==> src/rtl/rtu_pkg.sv <==
package rtu_pkg;

	localparam logic [1:0] MODE_HYPOT    = 2'd0;
	localparam logic [1:0] MODE_CHECK    = 2'd1;
	localparam logic [1:0] MODE_LEG      = 2'd2;
	localparam logic [1:0] MODE_CLASSIFY = 2'd3;

	localparam logic [1:0] STATUS_OK       = 2'd0;
	localparam logic [1:0] STATUS_SHORT    = 2'd1;
	localparam logic [1:0] STATUS_LEG_LONG = 2'd2;

	localparam logic [1:0] CLASS_RIGHT  = 2'd0;
	localparam logic [1:0] CLASS_ACUTE  = 2'd1;
	localparam logic [1:0] CLASS_OBTUSE = 2'd2;

	// 1.0 in q.8
	localparam int MIN_LENGTH_RESET = 256;

	typedef struct packed {
		logic [1:0] mode;
		logic [1:0] status;
		logic [1:0] tri_class;
	} rtu_ctrl_t;

endpackage

==> src/rtl/rtu_prep.sv <==
module rtu_prep #(
	parameter int LENGTH_BITS = 24
) (
	input  logic                       clk,
	input  logic                       arst_n,
	input  logic                       en,
	input  logic                       in_valid,
	input  logic [1:0]                 mode,
	input  logic [LENGTH_BITS-1:0]     first_leg,
	input  logic [LENGTH_BITS-1:0]     second_leg,
	input  logic [LENGTH_BITS-1:0]     hypotenuse,
	input  logic [LENGTH_BITS-1:0]     min_length,
	output logic                       valid_s1,
	output rtu_pkg::rtu_ctrl_t         ctrl_s1,
	output logic [2*LENGTH_BITS-1:0]   asq_s1,
	output logic [2*LENGTH_BITS-1:0]   bsq_s1,
	output logic [2*LENGTH_BITS-1:0]   csq_s1
);
	import rtu_pkg::*;

	localparam int SQ_W = 2 * LENGTH_BITS;

	logic       a_short, b_short, c_short;
	logic       low, exceed;
	rtu_ctrl_t  ctrl;

	assign a_short = first_leg < min_length;
	assign b_short = second_leg < min_length;
	assign c_short = hypotenuse < min_length;

	always_comb begin
		unique case (mode)
			MODE_HYPOT: low = a_short | b_short;
			MODE_LEG:   low = a_short | c_short;
			default:    low = a_short | b_short | c_short;
		endcase
		exceed = ((mode == MODE_LEG) && (first_leg > hypotenuse)) ||
			((mode == MODE_CLASSIFY) &&
			((first_leg > hypotenuse) || (second_leg > hypotenuse)));
		ctrl.mode      = mode;
		ctrl.tri_class = CLASS_RIGHT;
		// the minimum check wins over the leg check
		if (low) begin
			ctrl.status = STATUS_SHORT;
		end else if (exceed) begin
			ctrl.status = STATUS_LEG_LONG;
		end else begin
			ctrl.status = STATUS_OK;
		end
	end

	always_ff @(posedge clk or negedge arst_n) begin
		if (!arst_n) begin
			valid_s1 <= 1'b0;
		end else if (en) begin
			valid_s1 <= in_valid;
		end
	end

	always_ff @(posedge clk) begin
		if (en) begin
			ctrl_s1 <= ctrl;
			asq_s1  <= SQ_W'(first_leg) * SQ_W'(first_leg);
			bsq_s1  <= SQ_W'(second_leg) * SQ_W'(second_leg);
			csq_s1  <= SQ_W'(hypotenuse) * SQ_W'(hypotenuse);
		end
	end

endmodule

==> config.mk <==
export PLATFORM = sky130hd
export DESIGN_NAME = rtu_prep
export DESIGN_NICKNAME = d
export VERILOG_FILES = /design/src/rtl/rtu_pkg.sv /design/src/rtl/rtu_prep.sv
export SDC_FILE = /design/constraint.sdc
export NUM_CORES = 2
export LEC_CHECK = 0
export BUFFER_PORTS_ARGS = -buffer_cell sky130_fd_sc_hd__buf_2
export CAP_MARGIN = 20
export CELL_PAD_IN_SITES_DETAIL_PLACEMENT = 2
export CELL_PAD_IN_SITES_GLOBAL_PLACEMENT = 2
export CORE_ASPECT_RATIO = 1.2
export CORE_MARGIN = 10
export CORE_UTILIZATION = 42
export DETAILED_ROUTE_END_ITERATION = 16
export GPL_ROUTABILITY_DRIVEN = 0
export PLACE_DENSITY_LB_ADDON = 0.1
export SETUP_SLACK_MARGIN = 0.5
export SYNTH_ARGS = -nofsm -noshare
export SYNTH_HDL_FRONTEND = slang
export SYNTH_SLANG_ARGS = --single-unit
==> constraint.sdc <==
create_clock -name clk -period 0.8 [get_ports clk]
set_input_delay 0.04 -clock clk [delete_from_list [all_inputs] [get_ports clk]]
set_output_delay 0.04 -clock clk [all_outputs]
set_load 0.03 [all_outputs]
==> key figures, run 1 <==
Outcome
  – Fail Step: clock tree synthesis (4_1_cts)
  – Outcome: did not finish
  – Halt Reason: [ERROR DPL-0033] detailed placement checks failed during check placement.

CTS
  – Inserted Clock Buffers: 17
  – CTS hold repair buffers: 1
  – Postcts setup bufs: roughly 190
  – Post-CTS sizing: about 1.2k
  – H-Tree Depth: 4
  – Clk root buf: clkbuf_16
  – Clk buf depth: 2
  – Clock sink count: 146

Logic synthesis
  – Sequential element share of the synthesized area: 0.0781
  – Area of the mapped netlist: around 56000 µm²
  – Syn Inst Count: 6011
  – Number of distinct library cells after synthesis: 89
  – Yosys reg bits: 146
  – Synth async-reset ratio: 0.00685
  – Most used DFF post-synth: edfxtp_1
  – Yosys warnings: 0
  – Number of flops mapped to enable cells by yosys: 145
  – Avg Cell Area, Syn: 9.33 µm²

Floorplanning
  – Die Span X: 354 µm
  – IO Pins: approximately 250
  – FP Rows: 146
  – Initial Util: 0.424
  – Die Ht: 420 µm

Placement
  – Port buffer count: 247
  – Half-perimeter wire length after placement: 261 mm
  – Placed inst area: 70700 µm²
-- synthesized netlist by cell type, types with 4 or more instances --
master	count	area [µm²]
a21o_1	112	841
or3_1	12	75.1
a41oi_1	12	105
nand2_1	561	2110
and4_1	5	43.8
clkbuf_1	155	582
o21ai_1	5	25.0
or2_2	8	50.1
a21oi_1	169	846
nor4_1	5	31.3
inv_2	6	22.5
nor2_1	230	863
a211oi_1	18	135
and3_1	18	113
o2111ai_1	9	78.8
a21boi_0	8	60.1
o211ai_1	10	75.1
a31oi_1	19	119
buf_4	7	52.6
xor2_1	50	438
ha_1	638	7980
a211o_1	6	52.6
fa_1	1266	25300
inv_1	1819	6830
nor2b_1	33	206
edfxtp_1	145	4350
nand4_1	37	231
o21bai_1	18	135
o31ai_1	9	67.6
o21a_1	11	82.6
nor3_1	28	140
mux2_2	4	45.0
a2111oi_0	6	52.6
xnor2_1	97	850
o21ai_0	89	445
and2_1	232	1450
a311oi_1	5	43.8
nand2b_1	20	125
buf_1	8	30.0
buf_2	9	45.0
nand3_1	38	190
o21ba_2	4	40.0
-- per-stage QoR --
step	setup WS (ns)	instances
global placement	-6.13	9079
detailed placement	-7.16	9079
floorplan	-5.35	6015
-- kinds of logic after synthesis --
| family | share of synthesized area |
|---|---|
| muxes | 0.00134 |
| other | 0.0000669 |
| buffers and inverters | 0.135 |
| and+or+nand+nor | 0.104 |
| adders and majority gates | 0.594 |
| DFF | 0.0781 |
| AOI/OAI and AO/OA | 0.0646 |
| xor gates and xnor gates | 0.0230 |
==> inputs of run 2 (changes only) <==
Settings changed: CELL_PAD_IN_SITES_DETAIL_PLACEMENT 2 to default, CELL_PAD_IN_SITES_GLOBAL_PLACEMENT 2 to default, CORE_ASPECT_RATIO 1.2 to default, CORE_UTILIZATION 42 to 40, PLACE_DENSITY_LB_ADDON 0.1 to 0.15, SETUP_SLACK_MARGIN 0.5 to default.
==> key figures, run 2 <==
STA
  – Rel. slew slack: 0.449
  – Actual slew at the worst max-slew pin: 0.824 ns
  – Fin worst setup slack: -5.25 ns
  – Setup TNS: -634.08 ns
  – Slew Limit Fails: 0
  – Final Hold Vio Count: 0
  – Final Cycle Share: 7.56
  – Setup violations, final: 303
  – Achievable Freq: between 150 and 200 MHz
  – Unrepaired setup endpoints after global routing: yes
  – Max Clock Skew: 0 ns
  – Tmin final: roughly 6.0 ns

Worst hold path
  – HP Class: in2reg
  – Hold wc startpoint: en
  – Worst hold stages: 3
  – Worst Hold Endpoint: csq_s1[46]

Drt
  – Post-route DRC: 0
  – Pre-antenna DRT Iters: 6
  – Antenna Nets Post-Route: 0
  – Final WL: 175 mm
  – Routed len/inst: 18.5 µm
  – Detailed Route Iter0 Violations: around 2.0k
  – Vias per cell: around 4.7
  – Vias: roughly 45k

Outcome
  – Outcome: complete, but fails checks
  – Violations in the final reports: negative setup slack

CTS
  – Clk buf depth: 2
  – Clock sink count: between 100 and 150
  – Clk Latency, worst-skew pair: roughly 0.54 ns
  – H-Tree Depth: 4
  – Clk root buf: clkbuf_16
  – Inserted Clock Buffers: 17
  – TritonCTS clock tree: yes
  – Clock transition at path regs: 0.06 ns

Critical path
  – Crit path DAT: 6.33 ns
  – R2R Path End: valid_s1
  – Reg2reg path depth: 1
  – CP endpoint kind: register
  – Critical R2R Launch: valid_s1
  – Crit Path Class: in2reg
  – CP startpoint kind: input port
  – CP max FO: 5
  – R2r setup slk: 0.03 ns
  – CP Data Required Time: between 1 and 1.5 ns

GRT
  – GRT overflow: 0
  – Vias in the first global route: 50.2k
  – Grt met3 use: 0.0368
  – First-pass GRT wire length: approximately 280 mm
  – Met2 Usage GRT: 0.394
  – Met1 track demand over resource: 0.293
  – Largest net degree at the start of global routing: 29
  – Antenna violations before repair: 4
  – Top Usage Layer GRT: met2
  – All-Layer GR Usage: 0.228

Placement
  – Port buffer count: 247
  – Half-perimeter wire length after placement: approximately 150 mm
  – Placed inst area: 71000 µm²
  – Setup Slack @ Placement: -6.28 ns

Final layout
  – N_diodes: 0
  – Final net count: 9547
  – Commonest non-fill, non-tap cell in the layout: inv_1
  – Finished Cell Area: 77300 µm²
  – Multi-input gate area: 48600 µm²
  – Filler cells: ~12k
  – Syn-to-layout area delta: 37.8%
  – Share of cells above drive strength 1: 0.350
  – Commonest non-fill, non-tap cells in the layout: 1652 x inv_1, 1213 x buf_4, 1169 x fa_1
  – Largest regs: asq_s1: 47 flops, bsq_s1: 47 flops, csq_s1: 47 flops
  – FF+latch area: about 4400 µm²

Floorplanning
  – FP Rows: 137
  – Initial Util: 0.403
  – Die ar.: 156000 µm²
  – IO Pins: 253
  – Die Span X: slightly below 400 µm
  – Core region area: 139000 µm²
  – Die Ht: around 400 µm

Logic synthesis
  – Most frequent cell after synthesis: inv_1
  – Synth async-reset ratio: 0.00685
  – Post-synth top area share: 0.452
  – Post-synth top cells: 1819 x inv_1, 1266 x fa_1, 638 x ha_1, 561 x nand2_1, 232 x and2_1
  – Cell taking the most area after synthesis: fa_1
  – Number of distinct library cells after synthesis: 89
  – Yosys reg bits: 146
  – Cells taking the most area after synthesis: fa_1 45%, ha_1 14%, inv_1 12%, edfxtp_1 7.8%, nand2_1 3.8%
  – Area of the mapped netlist: 56100 µm²
  – Avg Cell Area, Syn: roughly 9.3 µm²
  – Sequential element share of the synthesized area: 0.0781
  – Number of flops mapped to enable cells by yosys: 145
  – Syn Inst Count: 6011
  – Most used DFF post-synth: edfxtp_1
  – Yosys warnings: 0

Flow run
  – Max-cap viol count: 0
run 2: area by class of cell:
cell class | count | share of cell area
Inverter | 1828 | 0.0900
Sequential cell | 146 | 0.0567
Tap cell | 1876 | 0.0304
Clock inverter | 14 | 0.00215
Multi-Input combinational cell | 3861 | 0.628
Timing Repair Buffer | 1687 | 0.187
Clock buffer | 17 | 0.00551
run 2: metrics by stage:
stage,util,instances,hold slack [ns]
finish,0.555,9429,0.0598
global route,0.555,9429,0.0327
CTS,0.540,9359,-0.0143
detailed placement,0.509,9199,-0.180
global placement,0.509,9199,-0.185
floorplan,-,6015,-0.256
run 2: cell families after synthesis:
| kind of cell | after synthesis | synth area share |
|---|---|---|
| and+or+nand+nor | 1247 | 0.104 |
| buffers and inverters | 2008 | 0.135 |
| DFF | 146 | 0.0781 |
| xor gates and xnor gates | 147 | 0.0230 |
| muxes | 7 | 0.00134 |
| other | 1 | 0.0000669 |
| AOI/OAI and AO/OA | 551 | 0.0646 |
| adders and majority gates | 1904 | 0.594 |
run 2: timing repair:
action | in CTS | in global routing
gates resized for setup | 621 | 416
gates cloned | 6 | 2
buffers inserted | 122 | 78
setup endpoints to repair | 280 | 303
endpoints found under the hold margin | 22 | 0
hold buffers | 11 | 0
pin swaps | 269 | 275
run 2: worst max path at each step:
stage,slack (ns),endpoint,start
after floorplan,-5.35,csq_s1[40],hypotenuse[16]
after global placement,-6.31,csq_s1[43],hypotenuse[9]
after detailed placement,-6.28,csq_s1[43],hypotenuse[9]
after CTS,-5.26,csq_s1[43],hypotenuse[7]
after global routing,-5.38,csq_s1[43],hypotenuse[14]
final,-5.25,csq_s1[40],hypotenuse[13]
run 2: metal layers:
metal | up-vias | wire length, µm | part of all wire
li1 | 21000 | - | -
met1 | 22600 | 74200 | 0.42
met2 | 896 | 85800 | 0.49
met3 | 235 | 8420 | 0.048
met4 | 4 | 6200 | 0.035
met5 | - | 26 | 0.00015
run 2: critical path: stages:
cell and delay, ns:
buf_8 0.08, buf_12 0.12, buf_6 0.09, nand2_2 0.05, fa_1 0.58, inv_1 0.07, fa_1 0.55, inv_2 0.04
fa_1 0.55, inv_2 0.04, fa_2 0.35, fa_1 0.48, fa_1 0.50, inv_1 0.06, fa_1 0.52, inv_2 0.05
ha_4 0.26, buf_6 0.12, nand2_1 0.08, o21a_1 0.22, o211ai_1 0.26, a221oi_4 0.13, o21ai_4 0.34, a31oi_4 0.15
and4_1 0.19, or3_1 0.37
Power of run 2 is not shown: default switching activity piles up to over one toggle a cycle in this logic, so the estimate is an artifact.
