## src/rtl/rtu_pkg.sv

```systemverilog
package rtu_pkg;

	localparam logic [1:0] MODE_HYPOT    = 2'd0;
	localparam logic [1:0] MODE_CHECK    = 2'd1;
	localparam logic [1:0] MODE_LEG      = 2'd2;
	localparam logic [1:0] MODE_CLASSIFY = 2'd3;

	localparam logic [1:0] STATUS_OK       = 2'd0;
	localparam logic [1:0] STATUS_SHORT    = 2'd1;
	localparam logic [1:0] STATUS_LEG_LONG = 2'd2;

	localparam logic [1:0] CLASS_RIGHT  = 2'd0;
	localparam logic [1:0] CLASS_ACUTE  = 2'd1;
	localparam logic [1:0] CLASS_OBTUSE = 2'd2;

	// 1.0 in q.8
	localparam int MIN_LENGTH_RESET = 256;

	typedef struct packed {
		logic [1:0] mode;
		logic [1:0] status;
		logic [1:0] tri_class;
	} rtu_ctrl_t;

endpackage

```

## src/rtl/rtu_combine.sv

```systemverilog
module rtu_combine #(
	parameter int LENGTH_BITS = 24
) (
	input  logic                       clk,
	input  logic                       arst_n,
	input  logic                       en,
	input  logic                       in_valid,
	input  rtu_pkg::rtu_ctrl_t         ctrl,
	input  logic [2*LENGTH_BITS-1:0]   asq,
	input  logic [2*LENGTH_BITS-1:0]   bsq,
	input  logic [2*LENGTH_BITS-1:0]   csq,
	output logic                       valid_s2,
	output rtu_pkg::rtu_ctrl_t         ctrl_s2,
	output logic [2*LENGTH_BITS:0]     sum_s2,
	output logic [2*LENGTH_BITS-1:0]   hsq_s2,
	output logic [2*LENGTH_BITS:0]     rad_s2
);
	import rtu_pkg::*;

	localparam int SUM_W = 2 * LENGTH_BITS + 1;
	localparam int SQ_W  = 2 * LENGTH_BITS;

	logic [SUM_W-1:0] leg_sum, leg_diff, sum, rad;
	logic [SQ_W-1:0]  hsq;
	rtu_ctrl_t        ctrl_n;

	assign leg_sum  = SUM_W'(asq) + SUM_W'(bsq);
	assign leg_diff = SUM_W'(csq) - SUM_W'(asq);

	always_comb begin
		ctrl_n = ctrl;
		sum    = '0;
		hsq    = '0;
		rad    = '0;
		if (ctrl.status == STATUS_OK) begin
			unique case (ctrl.mode) inside
				MODE_HYPOT: begin
					sum = leg_sum;
					rad = leg_sum;
				end
				MODE_LEG: begin
					sum = leg_diff;
					hsq = csq;
					rad = leg_diff;
				end
				MODE_CHECK, MODE_CLASSIFY: begin
					sum = leg_sum;
					hsq = csq;
					if (leg_sum == SUM_W'(csq)) begin
						ctrl_n.tri_class = CLASS_RIGHT;
					end else if (leg_sum > SUM_W'(csq)) begin
						ctrl_n.tri_class = CLASS_ACUTE;
					end else begin
						ctrl_n.tri_class = CLASS_OBTUSE;
					end
				end
				default: begin
					sum = '0;
				end
			endcase
		end
	end

	always_ff @(posedge clk or negedge arst_n) begin
		if (!arst_n) begin
			valid_s2 <= 1'b0;
		end else if (en) begin
			valid_s2 <= in_valid;
		end
	end

	always_ff @(posedge clk) begin
		if (en) begin
			ctrl_s2 <= ctrl_n;
			sum_s2  <= sum;
			hsq_s2  <= hsq;
			rad_s2  <= rad;
		end
	end

endmodule

```

## config.mk

```make
export PLATFORM = sky130hd
export DESIGN_NAME = rtu_combine
export DESIGN_NICKNAME = d
export VERILOG_FILES = /design/src/rtl/rtu_pkg.sv /design/src/rtl/rtu_combine.sv
export SDC_FILE = /design/constraint.sdc
export NUM_CORES = 1
export LEC_CHECK = 0
export ABC_CLOCK_PERIOD_IN_PS = 1000
export BUFFER_PORTS_ARGS = -buffer_cell sky130_fd_sc_hd__buf_2
export CORE_MARGIN = 2
export CORE_UTILIZATION = 50
export DETAILED_ROUTE_END_ITERATION = 12
export PLACE_DENSITY = 0.72
export SYNTH_ARGS = -nofsm -noshare
export SYNTH_HDL_FRONTEND = slang
export SYNTH_SLANG_ARGS = --single-unit
```

## constraint.sdc

```tcl
create_clock -name clk -period 1 [get_ports clk]
set_input_delay 0.05 -clock clk [delete_from_list [all_inputs] [get_ports clk]]
set_output_delay 0.05 -clock clk [all_outputs]
set_load 0.03 [all_outputs]
```

==> impl_summary.md <==
Worst hold path
The count of cells along the worst hold path is 2. The startpoint of the most critical hold path is en. In this run the worst hold path is classified as in2reg. The sink of the worst hold path is rad_s2[5]$_SDFFCE_PN0P_.

Global route
Global routing finished with a remaining overflow of 0. The number of antenna violations at the first check in global routing is 2. The via count of the first global-routing pass came to 15,200.

Entering global routing, the biggest net connects 65 pins. In the global route stage, overall resource usage came out at 0.383. The first-pass GRT wire length is 79.9 mm.

STA
Hold timing on the final database bottoms out at a slack of 0.0505 ns. The maximum frequency from static timing analysis is 0.238 GHz. The number of endpoints with negative hold slack in the final report is 0. The count of final setup violators is 258. Across all setup checks in the final design, the least slack found is -3.20 ns. The remaining max-slew budget at the tightest pin is 0.508. The post-route clock period utilization is 4.20. The count of pins over their slew limit is 0. The transition time at the pin with the least slew margin is 0.733 ns. Setup repair after global routing could not meet its margin everywhere. In the final timing run, aggregate negative setup slack is -153.26 ns. The worst-case clock skew is 0 ns. The minimum period implied by the final worst setup slack is 4.20 ns.

Logic synthesis
The synthesized netlist occupies a cell area of 12,900 um2. The cell type with the highest aggregate area in the netlist is sky130_fd_sc_hd__edfxtp_1. The number of synthesized flops with an enable pin is 152. The count of warnings emitted by yosys is 0. The post-synthesis async set-or-reset flop share is 0.00654.

The sequential element share of the synthesized area is 0.357. The fraction of post-synthesis cell area in the top cell type by area is 0.355. The distinct cell type count of the synthesized netlist is 67. The synthesized netlist net count is 1,740. The average cell area after synthesis is 8.93 um2. Ranked by total cell area, the synthesized netlist is headed by sky130_fd_sc_hd__edfxtp_1, sky130_fd_sc_hd__ha_1, sky130_fd_sc_hd__a21oi_1, sky130_fd_sc_hd__a21o_1, sky130_fd_sc_hd__xnor2_1. The instance count of the mapped netlist is 1,440. Synthesis inferred 153 register bits.

The commonest register cell after synthesis is sky130_fd_sc_hd__edfxtp_1.

Final layout
Compared with the post-synthesis result, the final layout area differs by 80.6%. The count of nets after finishing is 2,600. The library cell used most frequently in the layout, excluding fill and tap cells, is sky130_fd_sc_hd__buf_4. The post-route cell area is 23,200 um2. The filler-free cell count of the finished design is 2,645. The fill cell total of the finished layout is 940. In the final layout, the share of cells above drive strength 1 is 0.529. In the layout the commonest cells are sky130_fd_sc_hd__buf_4, sky130_fd_sc_hd__buf_6, sky130_fd_sc_hd__edfxtp_1.

Outcome
The flow ran to the end, but the final reports show violations. The final reports fail on negative setup slack.

Worst setup path
At the worst endpoint, the required time is 1.21 ns. In this run the register-to-register setup slack is 0.23 ns. The worst setup path is launched from an input pin. The depth of the worst register-to-register path is 1. The endpoint of the worst register-to-register path is valid_s2$_DFFE_PN0P_. The launch point of the worst reg-to-reg path is valid_s2$_DFFE_PN0P_. The kind of critical path is in2reg.

The endpoint type of the worst setup path is a flop. The signal arrival time at the worst endpoint is 4.41 ns. Of all nets on the critical path, the largest fanout is 3.

Drt
The number of DRC markers in iteration 0 is 2,559. Dividing the detail-routed via count by the number of cells gives 6.55. The routed length per placed instance is 26.4 um. For this run, the detailed router's first-pass iteration total came to 7. The count of nets left with antenna violations once routing finished came out at 0.

The detailed-route DRC error count is 0. Wires add up to 69.8 mm. The via total after detailed routing is 17,300.

Power
The part of the total power dissipated in the clock network is 0.229. The net switching power figure is 12.3 mW. VDD sags by at most 1.22 mV. For this design the static power due to leakage is 10.8 nW.

Dividing total power by cell area gives a power density of 1350 nW/um2. Of the total power, registers draw 0.253. The internal power summed over all cells is 19.1 mW. Of the total power, combinational logic draws 0.518. Power comes to 31.5 mW.

Of the total power, the share spent switching nets is 0.392.

Placement
At the end of routability-driven placement, the weighted congestion stood at 0.979. The count of input and output buffers is 306. The cell area after placement is 19,400 um2. The final HPWL from detailed placement is 40.2 mm. Counting tap cells, the placed design contains a total of 2,547 instances.

CTS
TritonCTS built the clock tree. The source-to-sink clock delay at the later pin of the worst-skew pair is 0.45 ns. The number of levels the H-tree was split into is 4. In this run the clock root is driven by a sky130_fd_sc_hd__clkbuf_16.

The clock slew seen by the registers of the worst setup and hold paths is 0.08 ns. For this design, the sink count on the clock tree is 153. Clock tree synthesis inserted a total of 17 buffers. The clock tree buffer depth is 2.

Floorplan
The effective utilization at floorplan is 0.509. The floorplan step defined a die boundary enclosing 27,000 um2. The chip width is 164 um. From bottom edge to top edge, the die measures 164 um. The count of pins on the block boundary is 307. In this run the core area contains 58 standard-cell rows. The core region is 25,300 um2.

Flow run
The max-cap violation count is 0.
==> repair_timing <==
| item | in CTS | in global routing |
|---|---|---|
| hold endpoints to repair | 7 | 0 |
| setup buffers | 33 | 45 |
| setup endpoints to repair | 250 | 253 |
| gates resized for setup | 162 | 642 |
| hold buffers | 8 | 0 |
| pin swaps | 86 | 153 |
==> cells by family after synthesis <==
logic type / Yosys count / share of synthesized area
xor+xnor: 82 / 0.0558
flops: 153 / 0.357
fa+ha+maj: 146 / 0.143
simple gates: 406 / 0.145
buf+inv: 186 / 0.0543
mux: 32 / 0.0253
compound gates: 435 / 0.220
==> cells in the mapped netlist, types with 6 or more instances <==
library cell               count
sky130_fd_sc_hd__clkbuf_1     51
sky130_fd_sc_hd__ha_1        144
sky130_fd_sc_hd__a21oi_1     140
sky130_fd_sc_hd__a21o_1       69
sky130_fd_sc_hd__inv_1       126
sky130_fd_sc_hd__nor2b_1      13
sky130_fd_sc_hd__nand3_1      26
sky130_fd_sc_hd__nor2_1      122
sky130_fd_sc_hd__nand2b_1     12
sky130_fd_sc_hd__nand4_1      25
sky130_fd_sc_hd__nand2_1     112
sky130_fd_sc_hd__edfxtp_1    152
sky130_fd_sc_hd__o21a_1       21
sky130_fd_sc_hd__buf_1         9
sky130_fd_sc_hd__o21ai_1      12
sky130_fd_sc_hd__o21ai_0      66
sky130_fd_sc_hd__nor3_1       60
sky130_fd_sc_hd__o21bai_1     14
sky130_fd_sc_hd__a211oi_1     30
sky130_fd_sc_hd__o211ai_1     10
sky130_fd_sc_hd__a31oi_1      14
sky130_fd_sc_hd__and3_1       11
sky130_fd_sc_hd__mux2i_1      28
sky130_fd_sc_hd__xnor2_1      56
sky130_fd_sc_hd__o221ai_1      6
sky130_fd_sc_hd__a211o_1       8
sky130_fd_sc_hd__xor2_1       26
==> power by group through the flow <==
stage | registers (mW) | clock network (mW) | logic (mW)
global placement | 7.90 | 0 | 11.7
CTS | 7.80 | 6.93 | 13.0
global route | 7.98 | 7.31 | 16.8
finish | 7.96 | 7.22 | 16.3
detailed placement | 7.92 | 0 | 11.9
floorplan | 8.99 | 0 | 5.31
==> per-stage QoR <==
step	setup WS (ns)	utilization
global route	-3.38	0.920
global placement	-3.43	0.768
floorplan	-3.08	-
CTS	-2.94	0.835
finish	-3.20	0.920
detailed placement	-3.56	0.768
==> state kept, by name, summed over array words and instances (netlist names) <==
name	cells
valid_s2	1
rad_s2	49
hsq_s2	48
ctrl_s2	6
sum_s2	49
==> layout make-up <==
cell class / count / area (um2) / area share
Antenna cell: 2 / 5.00 / 0.000215
Clock buffer: 17 / 425 / 0.0183
Clock inverter: 15 / 173 / 0.00743
Inverter: 126 / 492 / 0.0212
Multi-Input combinational cell: 1101 / 9710 / 0.418
Sequential cell: 153 / 4590 / 0.198
Tap cell: 330 / 413 / 0.0178
Timing Repair Buffer: 901 / 7430 / 0.320
==> critical path, stage by stage <==
cell                       delay, ns
sky130_fd_sc_hd__buf_8          0.09
sky130_fd_sc_hd__ha_4           0.14
sky130_fd_sc_hd__inv_2          0.04
sky130_fd_sc_hd__fa_2           0.35
sky130_fd_sc_hd__nand2b_4       0.17
sky130_fd_sc_hd__a21o_4         0.24
sky130_fd_sc_hd__a21oi_4        0.20
sky130_fd_sc_hd__o32ai_4        0.12
sky130_fd_sc_hd__or2_4          0.27
sky130_fd_sc_hd__o21ai_4        0.21
sky130_fd_sc_hd__a21oi_4        0.10
sky130_fd_sc_hd__o31a_1         0.30
sky130_fd_sc_hd__xor2_1         0.21
sky130_fd_sc_hd__inv_1          0.10
sky130_fd_sc_hd__ha_1           0.33
sky130_fd_sc_hd__a21o_1         0.21
sky130_fd_sc_hd__a21o_1         0.18
sky130_fd_sc_hd__a21oi_1        0.15
sky130_fd_sc_hd__o21ai_1        0.17
sky130_fd_sc_hd__a221oi_2       0.26
sky130_fd_sc_hd__o211ai_1       0.15
sky130_fd_sc_hd__nor2b_2        0.18
sky130_fd_sc_hd__a21oi_1        0.12
sky130_fd_sc_hd__o21ai_1        0.08
==> worst max path at each step <==
stage / start / to / cells after the start
6_report: bsq[0] / ctrl_s2[0]$_DFFE_PP_ / 24
5_1_grt: bsq[0] / ctrl_s2[0]$_DFFE_PP_ / 24
4_1_cts: bsq[0] / ctrl_s2[0]$_DFFE_PP_ / 27
3_5_place_dp: asq[0] / ctrl_s2[0]$_DFFE_PP_ / 26
3_3_place_gp: asq[0] / ctrl_s2[0]$_DFFE_PP_ / 26
2_1_floorplan: asq[0] / ctrl_s2[0]$_DFFE_PP_ / 25
==> metal layers <==
layer | vias to the layer above | part of all wire | routed length, um | track usage
met5 | - | 0 | 0 | 0
met4 | 0 | 0.10 | 7090 | 0.184
met3 | 609 | 0.13 | 8750 | 0.0645
met2 | 1703 | 0.45 | 31600 | 0.662
met1 | 8024 | 0.32 | 22400 | 0.465
li1 | 6988 | - | - | -
(Power assumes the default switching activity.)
