## src/rtl/rtu_pkg.sv

```systemverilog
package rtu_pkg;

	localparam logic [1:0] MODE_HYPOT    = 2'd0;
	localparam logic [1:0] MODE_CHECK    = 2'd1;
	localparam logic [1:0] MODE_LEG      = 2'd2;
	localparam logic [1:0] MODE_CLASSIFY = 2'd3;

	localparam logic [1:0] STATUS_OK       = 2'd0;
	localparam logic [1:0] STATUS_SHORT    = 2'd1;
	localparam logic [1:0] STATUS_LEG_LONG = 2'd2;

	localparam logic [1:0] CLASS_RIGHT  = 2'd0;
	localparam logic [1:0] CLASS_ACUTE  = 2'd1;
	localparam logic [1:0] CLASS_OBTUSE = 2'd2;

	// 1.0 in q.8
	localparam int MIN_LENGTH_RESET = 256;

	typedef struct packed {
		logic [1:0] mode;
		logic [1:0] status;
		logic [1:0] tri_class;
	} rtu_ctrl_t;

endpackage

```

## src/rtl/rtu_root_step.sv

```systemverilog
module rtu_root_step #(
	parameter int ROOT_BITS = 25
) (
	input  logic                       clk,
	input  logic                       arst_n,
	input  logic                       en,
	input  logic                       in_valid,
	input  rtu_pkg::rtu_ctrl_t         ctrl,
	input  logic [2*ROOT_BITS-2:0]     sum,
	input  logic [2*ROOT_BITS-3:0]     hsq,
	input  logic [2*ROOT_BITS-1:0]     rad,
	input  logic [ROOT_BITS+1:0]       rem,
	input  logic [ROOT_BITS-1:0]       root,
	output logic                       valid_sn,
	output rtu_pkg::rtu_ctrl_t         ctrl_sn,
	output logic [2*ROOT_BITS-2:0]     sum_sn,
	output logic [2*ROOT_BITS-3:0]     hsq_sn,
	output logic [2*ROOT_BITS-1:0]     rad_sn,
	output logic [ROOT_BITS+1:0]       rem_sn,
	output logic [ROOT_BITS-1:0]       root_sn
);
	import rtu_pkg::*;

	localparam int REM_W = ROOT_BITS + 2;
	localparam int RAD_W = 2 * ROOT_BITS;

	logic [REM_W+1:0] partial, trial;
	logic             take;

	// bring down the next two radicand bits and try root*4+1
	assign partial = {rem, rad[RAD_W-1 -: 2]};
	assign trial   = (REM_W+2)'({root, 2'b01});
	assign take    = partial >= trial;

	always_ff @(posedge clk or negedge arst_n) begin
		if (!arst_n) begin
			valid_sn <= 1'b0;
		end else if (en) begin
			valid_sn <= in_valid;
		end
	end

	always_ff @(posedge clk) begin
		if (en) begin
			ctrl_sn <= ctrl;
			sum_sn  <= sum;
			hsq_sn  <= hsq;
			rad_sn  <= {rad[RAD_W-3:0], 2'b00};
			rem_sn  <= take ? REM_W'(partial - trial) : REM_W'(partial);
			root_sn <= {root[ROOT_BITS-2:0], take};
		end
	end

endmodule

```

## config.mk

```make
export PLATFORM = sky130hd
export DESIGN_NAME = rtu_root_step
export DESIGN_NICKNAME = d
export VERILOG_FILES = /design/src/rtl/rtu_pkg.sv /design/src/rtl/rtu_root_step.sv
export SDC_FILE = /design/constraint.sdc
export NUM_CORES = 1
export LEC_CHECK = 0
export ABC_AREA = 1
export BUFFER_PORTS_ARGS = -buffer_cell sky130_fd_sc_hd__buf_2
export CAP_MARGIN = 40
export CORE_AREA = 2 2 161 163
export DETAILED_ROUTE_END_ITERATION = 7
export DIE_AREA = 0 0 163 165
export PLACE_DENSITY_LB_ADDON = 0.08
export SYNTH_ARGS = -nofsm -noshare
export SYNTH_HDL_FRONTEND = slang
export SYNTH_SLANG_ARGS = --single-unit
```

## constraint.sdc

```tcl
create_clock -name clk -period 1.58 [get_ports clk]
set_input_delay 0.158 -clock clk [delete_from_list [all_inputs] [get_ports clk]]
set_output_delay 0.158 -clock clk [all_outputs]
set_load 0.01 [all_outputs]
```

==> out/summary.md, run 1 <==
The run finished with clean final reports. The final critical path time including I/O delays and setup is 1.40 ns. Sorting the synthesized cells by area gives the leading types as sky130_fd_sc_hd__edfxtp_1 (69%), sky130_fd_sc_hd__nand2_1 (8.3%), sky130_fd_sc_hd__inv_1 (5.3%), sky130_fd_sc_hd__ha_1 (3.8%), sky130_fd_sc_hd__nand3_1 (2.5%).

Traced cell by cell, the critical path runs through buf_2 -> inv_12 -> ha_4 -> nand2_2 -> inv_1 -> nand2_1 -> nand2_1 -> clkinv_1 -> nand2_1 -> inv_2 -> nand2_1 -> nand2_1 -> nand3_2 -> buf_12 -> nand3_1 -> nand2_1. The origin of the worst min-delay path is en. The run gives 32 as the distinct cell type count of the synthesized netlist. Global routing used 4.77% of the available met3 tracks. The count of flip-flops with a built-in enable after synthesis was 203. Dividing the detail-routed wire length by the instance count gives 16.2 um. The overall overflow remaining after global route is 0, and the number of max-capacitance violations reported is 0. For the DRC violations left, the log shows 0.

During synthesis, Yosys emitted a total of 0 warnings. 415 I/O pins were placed. In this run, CTS created clock tree buffers numbering 23. Setup repair after global routing left no endpoint under its margin. Summing every instance area after synthesis gives 8880 um2. Master of the slowest instance on the critical path: sky130_fd_sc_hd__ha_4. The part of the total power dissipated in the clock network was 34.5%; the core outline area was 25000 um2. From synthesis to final layout, the design area changed by 71.1%. Across the VDD grid, the largest voltage drop is 697 uV.

The tools report the combinational cell fraction of total power as 20.5%. Summing internal, switching and leakage power gives 0.0147 W. Routability-driven placement finished with a final weighted congestion of 0.814. Sequential share of power: 45.0%.

In this run the power density over the cells is 969 nW/um2. The final cycle utilization of the critical path is 88.6%, and the maximum number of pins on one net before global-route repair is 51. Of the total power, the share spent switching nets is 25.4%.

The routed layout has 7822 vias. The gate family responsible for the most delay along the worst path is simple AND/OR/NAND/NOR gates. Summed over all nets, the half-perimeter wirelength after detailed placement is 22000 um.

The most area-hungry cell type in the Yosys netlist is sky130_fd_sc_hd__edfxtp_1. STA classifies the critical path endpoint as a flip-flop. The tools report the reg-to-reg critical path startpoint as valid_sn. Across every metal layer, demand over resource in global routing totals 20.9%.

Origin of the worst setup path: root[10]. The final hold violation count was 0. The count of buffers added on input and output ports is 412. Summed over its instances, the top area cell type makes up 68.6% of the synthesized netlist area.

Number of cells produced by synthesis: 745. The layer with the highest usage after global routing is met2. Cells fill 60.7% of the core in the end. The post-placement setup slack is -0.384 ns, and the setup slack of the critical path after layout is 0.180 ns. The tools report the residual antenna-violating net count after detailed routing as 0.

Initial antenna violation count: 4. The post-CTS repair timing setup buffer count is 0. In the routed layout, each cell is associated on average with a via count of 4.31. The run gives 0 as the number of slew-limit violations in the final report. From bottom edge to top edge, the die measures 165 um. The post-synthesis async set-or-reset flop share was 0.490%. TritonCTS built the clock tree. Internal power comes to 0.0110 W.

The min-delay analysis places its worst path in the category primary input to flip-flop. Clock root buffer: sky130_fd_sc_hd__clkbuf_16. The first detailed-routing pass ran for 4 iterations.

The later pin in the worst-skew pair is clocked with a latency of 0.52 ns. The run gives 8082 as the number of global-route vias before repair. The maximum cell stage delay along the critical path was 0.26 ns; the global-route wire length before repair was 43200 um. Wires add up to 29300 um. Most prevalent standard cell on the critical path: sky130_fd_sc_hd__nand2_1. In the synthesized netlist the dominant register cell turns out to be sky130_fd_sc_hd__edfxtp_1. The top fanout value on the critical path works out to 17. In this run the mean area of a mapped cell was 11.9 um2. STA classifies the critical path startpoint as a primary input. The timing-limited maximum frequency was 714 MHz. At the worst endpoint, the required time is 1.87 ns. H-tree depth: 1. In the final layout, the share of cells above drive strength 1 is 44.7%. For this run, the register share of the synthesized area comes to 68.9%. In the global route stage, met1 resource usage came out at 23.9%. After synthesis the netlist holds a flip-flop and latch count of 204. The die covers 26900 um2. The first routing iteration left 420 violations. The post-layout net count was 1704; the total net switching power was 0.00374 W.

The number of buffers and inverters on the critical path is 6. The run gives 7.10 nW as the leakage power figure. Once the floorplan was initialized, standard cells occupied 35.5% of the core. The run gives 1.69 ns as the signal arrival time at the worst endpoint. The maximum buffer depth of the clock tree is 3.

The run gives 0 ns as the setup total negative slack. Width of the die: 163 um. The critical path in this run is classified as primary input to flip-flop.

The total clock sinks came out at 204. For the final database, setup skew stands at 0 ns. The clock input transition at the sequential cells of the worst setup and hold paths was 0.06 ns. Number of standard-cell rows in the floorplan: 58.

For met2 alone, demand over resource in global routing was 38.5%. Final setup violation count: 0.
registers in the layout (all words and copies together) (netlist names):
register  cells
ctrl_sn       6
hsq_sn       48
rad_sn       48
rem_sn       27
root_sn      25
sum_sn       49
valid_sn      1
kinds of logic (layout without fill, tap and decap cells):
group	Yosys count	after routing	synth area share (%)
simple gates	339	339	17.8
xor+xnor	13	13	1.28
other cells	1	5	0.0422
buf+inv	139	873	6.86
flops	204	204	68.9
mux	1	1	0.127
fa+ha+maj	27	27	3.80
compound gates	21	21	1.24
per-stage QoR:
| stage | hold WS, ns | area, um2 | cells |
|---|---|---|---|
| finish | 0.0614 | 15200 | 1813 |
| CTS | 0.0498 | 15200 | 1810 |
| detailed placement | -0.0654 | 12600 | 1589 |
| floorplan | -0.138 | 9350 | 746 |
| global route | 0.0643 | 15200 | 1813 |
| global placement | -0.0673 | 12600 | 1589 |
timing repair:
action,in CTS,in global routing
setup endpoints to repair,0,2
endpoints found under the hold margin,183,0
resized for setup,0,2
hold buffers,184,0
routing by layer:
| layer | share of wire (%) | routed length (um) |
|---|---|---|
| met5 | 0.058 | 17 |
| met4 | 3.0 | 891 |
| met3 | 6.3 | 1850 |
| met2 | 52 | 15200 |
| met1 | 39 | 11300 |
final cells by class:
type                            count  area (um2)
Clock buffer                       27         591
Antenna cell                        3        7.51
Multi-Input combinational cell    403        2590
Fill cell                        2127        9840
Inverter                          129         519
Clock inverter                     10         109
Sequential cell                   204        6120
Tap cell                          330         413
Timing Repair Buffer              707        4850
Yosys cell counts, types with 2 or more instances:
cell type,instances
sky130_fd_sc_hd__inv_2,3
sky130_fd_sc_hd__nand3_1,45
sky130_fd_sc_hd__inv_1,125
sky130_fd_sc_hd__buf_4,2
sky130_fd_sc_hd__a21oi_1,15
sky130_fd_sc_hd__nor2_1,33
sky130_fd_sc_hd__nand3_2,22
sky130_fd_sc_hd__buf_12,3
sky130_fd_sc_hd__nand4_1,10
sky130_fd_sc_hd__xor2_1,10
sky130_fd_sc_hd__o21ai_0,3
sky130_fd_sc_hd__xnor2_1,3
sky130_fd_sc_hd__nor3_1,4
sky130_fd_sc_hd__nand2_2,18
sky130_fd_sc_hd__ha_1,27
sky130_fd_sc_hd__buf_6,4
sky130_fd_sc_hd__edfxtp_1,203
sky130_fd_sc_hd__nand2_1,196
sky130_fd_sc_hd__nor2_2,6
final timing paths:
path / to / slack (ns) / cells after the start
setup / recovery: rem_sn[20] / 0.18 / 16
hold / removal: root_sn[21] / 0.06 / 1
setup reg to reg: valid_sn / 0.79 / 1
hold reg to reg: valid_sn / 0.56 / 1
max in group asynchronous: valid_sn / 0.99 / 3
min in group asynchronous: valid_sn / 0.48 / 3
power by group through the flow:
stage | clock [W] | sequential (W) | combinational (W)
floorplan | 0 | 0.00702 | 0.000940
global placement | 0 | 0.00672 | 0.00267
detailed placement | 0 | 0.00673 | 0.00267
CTS | 0.00521 | 0.00662 | 0.00306
global route | 0.00543 | 0.00667 | 0.00331
finish | 0.00507 | 0.00663 | 0.00302
layout by cell type (no fill, tap or decap), drive strengths merged, types with 2 or more instances in the layout:
cell type      n
a21oi         15
buf          522
bufinv         2
clkbuf        28
clkinv         8
conb           2
diode          3
dlygate4sd3  184
edfxtp       203
ha            27
inv          129
nand2        214
nand3         67
nand4         10
nor2          40
nor3           5
o21ai          4
xnor2          3
xor2          10
No activity file was read; power rests on OpenSTA's default activity.
==> inputs of run 2 (changes only) <==
--- a/config.mk
+++ b/config.mk
@@ -6,12 +6,12 @@
 export NUM_CORES = 1
 export LEC_CHECK = 0
 export ABC_AREA = 1
-export BUFFER_PORTS_ARGS = -buffer_cell sky130_fd_sc_hd__buf_2
 export CAP_MARGIN = 40
 export CORE_AREA = 2 2 161 163
 export DETAILED_ROUTE_END_ITERATION = 7
 export DIE_AREA = 0 0 163 165
-export PLACE_DENSITY_LB_ADDON = 0.08
+export DONT_BUFFER_PORTS = 1
+export PLACE_DENSITY = 0.49
 export SYNTH_ARGS = -nofsm -noshare
 export SYNTH_HDL_FRONTEND = slang
 export SYNTH_SLANG_ARGS = --single-unit
==> run 2 against run 1 <==
Compared with the run above:
- the flow now finishes with violations (hold timing)
- maximum frequency decreased by 3.3%
- core utilization decreased by 9.3 points
- via count decreased by 19%
- worst hold slack got worse by 0.27 ns
- flip-flop and latch count unchanged
- combinational power decreased by 40%
==> out/summary.md, run 2 (same netlist as run 1, synthesis figures left out) <==
The register containing the most flip-flops in the final layout was sum_sn (unchanged). The tools report the endpoint type of the worst setup path as a flip-flop (unchanged). Width of the die: 163 um (unchanged). The maximum number of pins on one net before global-route repair was 205 (was 51). The run gives 35.5% (unchanged) as the starting density of the core. The timing-limited maximum frequency is 690 MHz (was 714 MHz).

The slew at the pin closest to its max-slew limit works out to 0.661 ns. The tools report the category of the worst setup path launch point as a flip-flop (was a primary input). The number of global-route vias before repair came out at 6626 (was 8082). Critical path cell sequence: mux2_2 -> dlygate4sd3_1 (was buf_2 -> inv_12 -> ha_4 -> nand2_2 -> inv_1 -> nand2_1 -> nand2_1 -> clkinv_1 -> nand2_1 -> inv_2 -> nand2_1 -> nand2_1 -> nand3_2 -> buf_12 -> nand3_1 -> nand2_1).

The clock buffer count from CTS was 20 (was 23). The run finished, with violations left. Headroom to the max-slew limit came out at 55.9%. The count of input and output buffers is 0 (was 412), and the wire length per cell after detailed routing is 19.7 um (was 16.2 um).

The clock input transition at the sequential cells of the worst setup and hold paths was 0.06 ns (about the same). The tools report the worst setup skew after layout as 0 ns (unchanged). Commonest non-fill, non-tap cell in the layout: sky130_fd_sc_hd__dlygate4sd3_1 (was sky130_fd_sc_hd__buf_2). The maximum cell stage delay along the critical path is 0.56 ns (was 0.26 ns).

The tools report the number of slew-limit violations in the final report as 0 (unchanged). The final cycle utilization of the critical path came out at 91.7% (was 88.6%). The checks that failed: hold timing. The per-cell via count in the routed design works out to 4.64 (was 4.31). The top fanout value on the critical path was 2 (was 17). For the maximum buffer depth of the clock tree, the log shows 3 (unchanged). The tools report the final hold violation count as 19 (was 0). Total of fill cells in the finished design: 2219 (was 2127). The gate family responsible for the most delay along the worst path is buffers and inverters (was simple AND/OR/NAND/NOR gates). The logs give 204 (unchanged) for the total clock sinks and 26900 um2 (unchanged) for the full die area. Clock root buffer: sky130_fd_sc_hd__clkbuf_16 (unchanged). The share of cells above drive strength 1 is 19.3% (was 44.7%), and the global placer's final weighted congestion is 0.845 (was 0.814). The final HPWL from detailed placement was 19500 um (was 22000 um); the post-CTS repair timing setup buffer count was 0 (unchanged). The overall via count from detail_route was 6373 (was 7822); the die height was 165 um (unchanged). The number of flip-flops in the largest register was 49 (unchanged); the worst-case hold slack was -0.207 ns (was 0.0614 ns). The logs give 1 (unchanged) for the H-tree depth and 0 ns (unchanged) for the setup total negative slack.

The overall global routing resource usage is 19.0% (was 20.9%). Registers with the highest flip-flop counts: sum_sn (49), hsq_sn (48), rad_sn (48) (unchanged). Synthesis-to-finish area growth: 44.8% (was 71.1%).

Number of buffers and inverters on the critical path: 1 (was 6). The count of hold-fix buffers inserted at cts was 206 (was 184). The clock latency on the worst-skew pair was 0.48 ns (was 0.52 ns).

The count of pins on the block boundary was 415 (unchanged). The post-layout net count came out at 1263 (was 1704). TritonCTS built the clock tree. The tools report the DRC violations left as 0 (unchanged). The logs give 38500 um (was 43200 um) for the global-route wire length before repair and 723 uV (was 697 uV) for the worst supply voltage drop on vdd. Most frequent cells in the layout: sky130_fd_sc_hd__dlygate4sd3_1 (206), sky130_fd_sc_hd__edfxtp_1 (203), sky130_fd_sc_hd__nand2_1 (183) (was sky130_fd_sc_hd__buf_2 (411), sky130_fd_sc_hd__edfxtp_1 (203), sky130_fd_sc_hd__dlygate4sd3_1 (184)). The number of instances resized during post-cts repair is 0 (unchanged), and the number of DRC markers in iteration 0 is 399 (was 420). The overall overflow remaining after global route came out at 0 (unchanged).

The final critical path time including I/O delays and setup came out at 1.45 ns (was 1.40 ns). Type of the worst setup path: flip-flop to flip-flop (was primary input to flip-flop). Master of the slowest instance on the critical path: sky130_fd_sc_hd__dlygate4sd3_1 (was sky130_fd_sc_hd__ha_4). The logs give 1.94 ns (was 1.87 ns) for the required time of the critical path and 4 (unchanged) for the number of detailed-routing iterations run before antenna repair. The run gives 1.81 ns (was 1.69 ns) as the signal arrival time at the worst endpoint. The logs give 27000 um (was 29300 um) for the sum of routed wire length over all layers and 0 (unchanged) for the number of max-capacitance violations reported. The core outline area was 25000 um2 (unchanged).

The number of standard-cell rows in the floorplan is 58 (unchanged), and the residual antenna-violating net count after detailed routing is 0 (unchanged). The overall power consumption is 0.0134 W (was 0.0147 W). Area of combinational cells with multiple inputs: 2580 um2 (was 2590 um2). The logs give 6120 um2 (unchanged) for the register area and 3 (was 4) for the initial antenna violation count.

Setup repair after global routing left no endpoint under its margin. The final setup violation count came out at 0 (unchanged). The leakage power figure was 5.28 nW (was 7.10 nW). The power density over the cells is 1040 nW/um2 (was 969 nW/um2). The class of the tightest hold or removal check was primary input to flip-flop (unchanged).
## run 2: changes by cell type in the layout (fill, tap and decap cells not counted), sizes merged
cell,delta
diode,-1
clkbuf,-4
clkinv,+3
bufinv,-1
dlygate4sd3,+22
buf,-459
## run 2: final timing paths
check	cells after the start	slack, ns	start	to
worst max-delay path	2	0.13	valid_sn	valid_sn
worst min-delay path	0	-0.21	en	rem_sn[21]
worst max register to register	2	0.13	valid_sn	valid_sn
worst min register to register	2	1.27	valid_sn	valid_sn
max in group asynchronous	2	1.07	arst_n	valid_sn
min in group asynchronous	2	0.41	arst_n	valid_sn
## run 2: metal layers
metal | wire length (um) | vias to the layer above | track usage, %
li1 | - | 3042 | -
met1 | 10100 | 3031 | 20.7
met2 | 14200 | 255 | 35.8
met3 | 1990 | 45 | 5.37
met4 | 623 | 0 | 5.79
met5 | 0 | - | 0
## run 2: layout make-up
class                           instances  share of cell area [%]
Sequential cell                       204                    47.6
Inverter                              129                    4.04
Tap cell                              330                    3.21
Clock buffer                           24                    4.17
Clock inverter                         12                   0.671
Timing Repair Buffer                  269                    20.2
Multi-Input combinational cell        403                    20.1
Antenna cell                            2                  0.0389
## run 2: worst reg2reg max path: stages, from the launching register on
cell,delay [ns]
sky130_fd_sc_hd__dfrtp_1,0.47
sky130_fd_sc_hd__mux2_2,0.30
sky130_fd_sc_hd__dlygate4sd3_1,0.56
## run 2: power breakdown
group / internal (W) / leakage [nW] / switching [W]
sequential: 0.00655 / 2.00 / 0.000515
clock: 0.00259 / 0.309 / 0.00195
combinational: 0.000960 / 2.98 / 0.000841
## run 2: through the flow
step	instances	setup WS, ns	hold slack [ns]	instance area, um2	util [%]
2_1_floorplan	746	-0.0470	-0.138	9350	-
3_5_place_dp	1129	-0.303	-0.138	10200	40.6
5_1_grt	1373	0.0628	-0.246	12900	51.4
4_1_cts	1371	0.151	-0.237	12900	51.4
3_3_place_gp	1129	-0.272	-0.138	10200	40.6
6_report	1373	0.131	-0.207	12900	51.4
